==> src/design/ppsc_pkg.sv <==
// Package of the particle pixel size clamp: register codes, configuration and sideband types.
// No dependencies.
package ppsc_pkg;
   localparam logic [31:0] DIST_FLOOR = 32'd64;
   localparam logic [15:0] ALPHA_ONE  = 16'd32768;
   localparam logic [31:0] PIX_ONE    = 32'd65536;
   localparam int          CSR_IW     = 4;

   typedef enum logic [CSR_IW-1:0] {
      CSR_VIEW_X   = 4'd0,
      CSR_VIEW_Y   = 4'd1,
      CSR_VIEW_Z   = 4'd2,
      CSR_OFFSET   = 4'd3,
      CSR_MIN_PIX  = 4'd4,
      CSR_MAX_PIX  = 4'd5,
      CSR_SCALE    = 4'd6,
      CSR_AFFECT   = 4'd7
   } csr_index_type;

   typedef struct packed {
      logic signed [17:0] view_dir_x;
      logic signed [17:0] view_dir_y;
      logic signed [17:0] view_dir_z;
      logic signed [31:0] plane_offset;
      logic [31:0]        min_pixel;
      logic [31:0]        max_pixel;
      logic [31:0]        draw_scale;
      logic               affect_opacity;
   } cfg_type;

   typedef struct packed {
      logic [15:0] alpha;
      logic        sat;
   } main_side_type;

   typedef struct packed {
      logic [15:0] alpha;
      logic [63:0] p;
      logic [31:0] pix1;
      logic        use_div;
      logic [15:0] r15_fix;
   } cov_side_type;
endpackage

==> src/design/ppsc_clamp.sv <==
// Screen size saturation, pixel clamp and coverage set-up for the second divider.
// Depends on ppsc_pkg.
module ppsc_clamp (
   input  logic                    clock,
   input  logic                    reset,
   input  logic                    advance,
   input  ppsc_pkg::cfg_type       cfg,
   input  logic                    in_valid,
   input  logic [31:0]             in_quo,
   input  logic [63:0]             in_p,
   input  ppsc_pkg::main_side_type in_side,
   output logic                    out_valid,
   output logic [31:0]             out_pix0,
   output ppsc_pkg::cov_side_type  out_side
);
   import ppsc_pkg::*;

   logic         va_ff, vb_ff;
   logic [31:0]  pix0_in, pix1_in, hi_in, pix0_ff, pix1_ff, pix0b_ff;
   logic [63:0]  p_ff;
   logic [15:0]  alpha_ff;
   cov_side_type side_in, side_ff;

   always_comb begin
      pix0_in = in_side.sat ? 32'hFFFF_FFFF : in_quo;
      hi_in   = (cfg.max_pixel != 32'd0) ? cfg.max_pixel : 32'hFFFF_FFFF;
      pix1_in = (pix0_in < hi_in) ? pix0_in : hi_in;
      if (pix1_in < cfg.min_pixel) begin
         pix1_in = cfg.min_pixel;
      end
      side_in.alpha   = alpha_ff;
      side_in.p       = p_ff;
      side_in.pix1    = pix1_ff;
      side_in.use_div = 1'b0;
      side_in.r15_fix = ALPHA_ONE;
      if (cfg.min_pixel == 32'd0) begin
         if (pix0_ff < PIX_ONE) begin
            side_in.r15_fix = {1'b0, pix0_ff[15:1]};
         end
      end else if (pix0_ff < cfg.min_pixel) begin
         side_in.use_div = 1'b1;
      end
   end

   always_ff @(posedge clock) begin
      if (reset) begin
         va_ff <= 1'b0;
         vb_ff <= 1'b0;
      end else if (advance) begin
         va_ff <= in_valid;
         vb_ff <= va_ff;
      end
   end

   always_ff @(posedge clock) begin
      if (advance) begin
         pix0_ff  <= pix0_in;
         pix1_ff  <= pix1_in;
         p_ff     <= in_p;
         alpha_ff <= in_side.alpha;
         pix0b_ff <= pix0_ff;
         side_ff  <= side_in;
      end
   end

   assign out_valid = vb_ff;
   assign out_pix0  = pix0b_ff;
   assign out_side  = side_ff;
endmodule

==> config.mk <==
export PLATFORM = sky130hd
export DESIGN_NAME = ppsc_clamp
export DESIGN_NICKNAME = d
export VERILOG_FILES = /design/src/design/ppsc_pkg.sv /design/src/design/ppsc_clamp.sv
export SDC_FILE = /design/constraint.sdc
export NUM_CORES = 1
export LEC_CHECK = 0
export BUFFER_PORTS_ARGS = -buffer_cell sky130_fd_sc_hd__buf_2
export CAP_MARGIN = 20
export CELL_PAD_IN_SITES_DETAIL_PLACEMENT = 2
export CELL_PAD_IN_SITES_GLOBAL_PLACEMENT = 2
export CORE_ASPECT_RATIO = 1.1
export CORE_MARGIN = 2
export CORE_UTILIZATION = 30
export CTS_CLUSTER_DIAMETER = 100
export CTS_CLUSTER_SIZE = 28
export DETAILED_ROUTE_END_ITERATION = 8
export PLACE_DENSITY_LB_ADDON = 0.12
export REMOVE_ABC_BUFFERS = 1
export SLEW_MARGIN = 15
export SYNTH_ARGS = -nofsm -noshare
export SYNTH_HDL_FRONTEND = slang
export SYNTH_SLANG_ARGS = --single-unit
export TNS_END_PERCENT = 5
==> constraint.sdc <==
create_clock -name clock -period 6.3 [get_ports clock]
set_clock_uncertainty 0.15 [all_clocks]
set_input_delay 0.315 -clock clock [delete_from_list [all_inputs] [get_ports clock]]
set_output_delay 0.315 -clock clock [all_outputs]
set_load 0.005 [all_outputs]
==> After elaboration in Yosys (flattened, before gate mapping) <==
Index checks and enable logic that the tools add are counted.
{ "op_classes": {"n_reduce_logical": 3, "magnitude_cmp": 4, "muxes": 6} }
{ "op_table": {"columns": ["op", "n"], "rows": [
  ["$mux W32", 4],
  ["$lt A32 B32 Y1", 3],
  ["$logic_not A32 Y1", 1],
  ["$lt A32 B17 Y1 const B", 1],
  ["$reduce_bool A32 Y1", 1],
  ["$mux W16", 1],
  ["$reduce_and A2 Y1", 1],
  ["$mux W1", 1]
]} }
{ "totals": {"register_bits": 307, "input_bits": 300} }

==> Depth between registers and ports, before layout <==
{ "depth": {"word_depth": 6, "mapped_depth": 25, "mapped_depth_nobuf": 21} }

==> Least setup slack after synthesis <==
Ideal clock, no wire load.
{ "synth_timing": {"path_kind": "input port to flip-flop", "from": "input port cfg[58] in the netlist's numbering", "to": "register pix1_ff[10] (data pin)", "stages": 24, "n_path_buf": 4, "path_slack_ns": 0.321, "setup_ns": 0.260, "t_arrival_ns": 5.569, "path_cell_list": "nor4_1 > nand4_1 > nor2_2 > clkbuf_1 > buf_1 > nor2_1 > ha_1 > nand4_1 > or4_4 > nor4b_4 > a211oi_2 > clkbuf_1 > nor3_1 > a21oi_1 > ha_1 > a21o_1 > a21oi_1 > nor2_1 > a2111oi_0 > o31ai_1 > a211oi_1 > o21a_4 > buf_6 > mux2_4"} }
{ "synth_via": {"elab_chain_cells": 6} }
{ "synth_rtl": {"columns": ["element", "line_no", "text"], "rows": [
  ["start, declared", "ppsc_clamp.sv:7", "input ppsc_pkg::cfg_type cfg,"],
  ["$reduce_bool A32 Y1", "ppsc_clamp.sv:26", "hi_in = (cfg.max_pixel != 32'd0) ? cfg.max_pixel : 32'hFFFF_FFFF;"],
  ["$mux W32 *", "ppsc_clamp.sv:26", null],
  ["$lt A32 B32 Y1", "ppsc_clamp.sv:27", "pix1_in = (pix0_in < hi_in) ? pix0_in : hi_in;"],
  ["$mux W32 *", "ppsc_clamp.sv:27", null],
  ["$lt A32 B32 Y1", "ppsc_clamp.sv:28", "if (pix1_in < cfg.min_pixel) begin"],
  ["$mux W32 *", "ppsc_clamp.sv:28", null],
  ["named net pix1_in[10]", "ppsc_clamp.sv:19", "logic [31:0] pix0_in, pix1_in, hi_in, pix0_ff, pix1_ff, pix0b_ff;"],
  ["end signal, assigned", "ppsc_clamp.sv:58", "pix1_ff <= pix1_in;"],
  ["end, declared", "ppsc_clamp.sv:19", null]
]} }
The timed path passes the listed nets; every way through them passes the cells marked *.
A chain may end at the register's enable or synchronous reset.

==> Final worst setup path <==
{ "layout_timing": {"from": "input port cfg[57] in the netlist's numbering", "to": "register pix1_ff[1] (data pin)"} }
Same word-level chain as after synthesis.

==> results_dict.tcl <==
set metrics [dict create \
    status "finished, final reports clean" \
    io_pins 462 \
    path_common_cell "buf_4" \
    num_vias 9175 \
    dp_hpwl_mm 31.9 \
    post-route-min-period_ps 5950 \
    drive_above_1_share 0.375 \
    start_util 0.304 \
    yosys_warnings 0 \
    drt_iter0_drc 358 \
    antenna_cells 0 \
    synth_top_family_by_area "adder cells" \
    preCtsSetupSlack_ps -587 \
    grt_pass1_wl_mm 64.9 \
    grt_pass1_vias 10292 \
    fin_util 0.431 \
    fp.dieW_um 201 \
    gp_congestion 0.786 \
    rsz0062_at_grt "false" \
    synth-compound-area-share 0.0536 \
    r2r_start "pix0_ff[21]" \
    grt_antenna_before_repair 3 \
    drc_errors 0 \
    power_w 0.00457 \
    firstDrtPassIters 4 \
    maxSlewViolCount 0 \
    ys_ff_latch 307 \
    hold_class "input port to flip-flop" \
    synth_xor_area_frac 0 \
    vdd.ir_drop.worst_mv 0.150 \
    hold_path_depth 2 \
    grt_max_degree 145 \
    ys_types 41 \
    synth_area_leaders "edfxtp_1 (71%), ha_1 (9.0%), mux2_4 (3.5%)" \
    critPathLaunchType "input port" \
    synth_mux_area_frac 0.0383 \
    nets 1817 \
    core_mm2 0.0423 \
    routed_via_density 4.59 \
    root_buffer "clkbuf_16" \
    slowest_delay_ps 380 \
    die_y_um 221 \
    overflow 0 \
    clockBufferDepth 3 \
    seq_area_mm2 0.00920 \
    worstSetupPathType "input port to flip-flop" \
    synth_edf_count 305 \
    rows 79 \
    end_kind "flip-flop" \
    yosys.area.top_type "edfxtp_1" \
    cts_tree "done" \
    finalSetupViolCount 0 \
    hold_viol 0 \
    dieArea_mm2 0.0446 \
    required_ps 6440 \
    syn_area_mm2 0.0129 \
    track_usage 0.192 \
    power_leakage_nw 7.61 \
    crit_fanout 16 \
    io_buffers 342 \
    path_clk_slew_ps 120 \
    setup_ws_ps 345 \
    synthSimpleGateAreaFrac 0.0769 \
    critPathBufInv 9 \
    rr_endpoint "out_side[16]" \
    maxCapViolCount 0 \
    r2r_slack_ps 3310 \
    synth_area_per_cell_um2 15.6 \
    timing.fmax_mhz 168 \
    wl_mm 43.3 \
    worst-path-stages 29 \
    startpoint "cfg[57]" \
    cts_buffers 16 \
    finalCritPeriodShare 0.945 \
    worstSetupEndpoint "pix1_ff[1]" \
    cts_htree_levels 1 \
    wl_per_cell_um 21.7 \
    n_fill_cell 4333 \
    cp_top_family "compound AO/OA/AOI/OAI gates" \
    synthAdderAreaFrac 0.0904 \
    setup_tns_ps 0 \
    syn_inst 823 \
    cp_slowest_cell "a2111oi_2" \
    async_reset_ff_frac 0 \
    worstSkewPairLatency_ps 530 \
    r2r_cells 7 \
    clock_sinks 307 \
    slew_headroom 0.338 \
    synth_top_area_share 0.712 \
    ys_seq_area_frac 0.715 \
    multiInputGateArea_mm2 0.00343 \
    power.density_mw_per_mm2 251 \
    ys.flop_type "edfxtp_1" \
    worstPathArrival_ps 6090 \
    ant_nets 0 \
    area_growth_pct 41.6 \
    tightest_slew_ps 994 \
]
==> worst min path at each step <==
stage	start	to	slack (ps)
2_1_floorplan	reset	out_valid	240
6_report	cfg[65]	pix1_ff[0]	20
5_1_grt	cfg[76]	pix1_ff[11]	5
4_1_cts	cfg[73]	pix1_ff[8]	3
3_3_place_gp	p_ff[45]	out_side[94]	250
3_5_place_dp	alpha_ff[3]	out_side[116]	260
==> power breakdown <==
part / leakage [nW] / switching, W / internal, W
Sequential: 3.00 / 0.0000677 / 0.00245
Clock: 0.254 / 0.000691 / 0.000561
Combinational: 4.35 / 0.000386 / 0.000412
Total: 7.61 / 0.00114 / 0.00343
==> flip-flops by register name, summed over array words and instances, names as in the netlist <==
| name | cells |
|---|---|
| out_pix0 | 32 |
| out_side | 129 |
| out_valid | 1 |
| va_ff | 1 |
| p_ff | 64 |
| pix1_ff | 32 |
| alpha_ff | 16 |
| pix0_ff | 32 |
==> layout make-up <==
class,count,area share
clock inverter,4,0.00508
sequential,307,0.505
clock buffer,21,0.0242
multi-input combinational,433,0.188
inverter,64,0.0132
tap,567,0.0389
timing repair buffer,602,0.226
==> placed cells by master (no fill, tap or decap), drive strengths merged, types with 18 or more instances in the layout <==
| cell type | instances |
|---|---|
| nor3 | 35 |
| nand4 | 18 |
| ha | 93 |
| edfxtp | 305 |
| a21oi | 54 |
| inv | 65 |
| clkbuf | 21 |
| buf | 464 |
| nor2 | 72 |
| nor4 | 22 |
| dlygate4sd3 | 138 |
| mux2 | 32 |
==> cells by family (layout without fill, tap and decap cells) <==
group                    after synthesis  count (layout)
AND/OR/NAND/NOR                      195             195
buffers and inverters                 83             691
flip-flops                           307             307
multiplexers                          34              34
AO/OA/AOI/OAI                        111             111
adder cells (fa/ha/maj)               93              93
==> metrics by stage <==
| stage | std cells | instance area (um2) | hold slack, ps |
|---|---|---|---|
| finish | 1998 | 18200 | 17.3 |
| floorplan | 804 | 12800 | 237 |
| detailed placement | 1833 | 16200 | 256 |
| global route | 1998 | 18200 | 5.26 |
| CTS | 1996 | 18100 | 3.11 |
| global placement | 1833 | 16200 | 250 |
==> timing repair <==
item	CTS	global route
hold buffers	138	0
setup buffers	0	2
pin swaps	0	3
endpoints found under the setup margin	17	32
hold endpoints to repair	138	0
resized for setup	1	16
==> per-layer routing <==
metal | vias to the layer above | routed length, um | GRT usage | share of wire
met1 | 4564 | 17500 | 0.231 | 0.40
met2 | 245 | 22800 | 0.361 | 0.53
met5 | - | 39 | 0 | 0.00090
met4 | 6 | 584 | 0.0334 | 0.013
li1 | 4322 | - | - | -
met3 | 38 | 2320 | 0.0328 | 0.054
==> synthesized netlist by cell type, types with 3 or more instances <==
cell type,number
o31ai_1,3
nand3_1,7
and2_1,15
nand2_1,12
a221oi_1,5
nor2b_1,3
buf_1,3
edfxtp_1,305
nor4_1,22
nor2_1,71
a21o_1,16
a211oi_1,9
ha_1,93
nor3_1,35
o21ai_0,10
clkbuf_1,13
mux2_4,30
buf_6,3
o21ai_1,4
nand4_1,18
nand2b_1,5
inv_1,64
a21oi_1,54
Power figures use the tool's default switching activity.
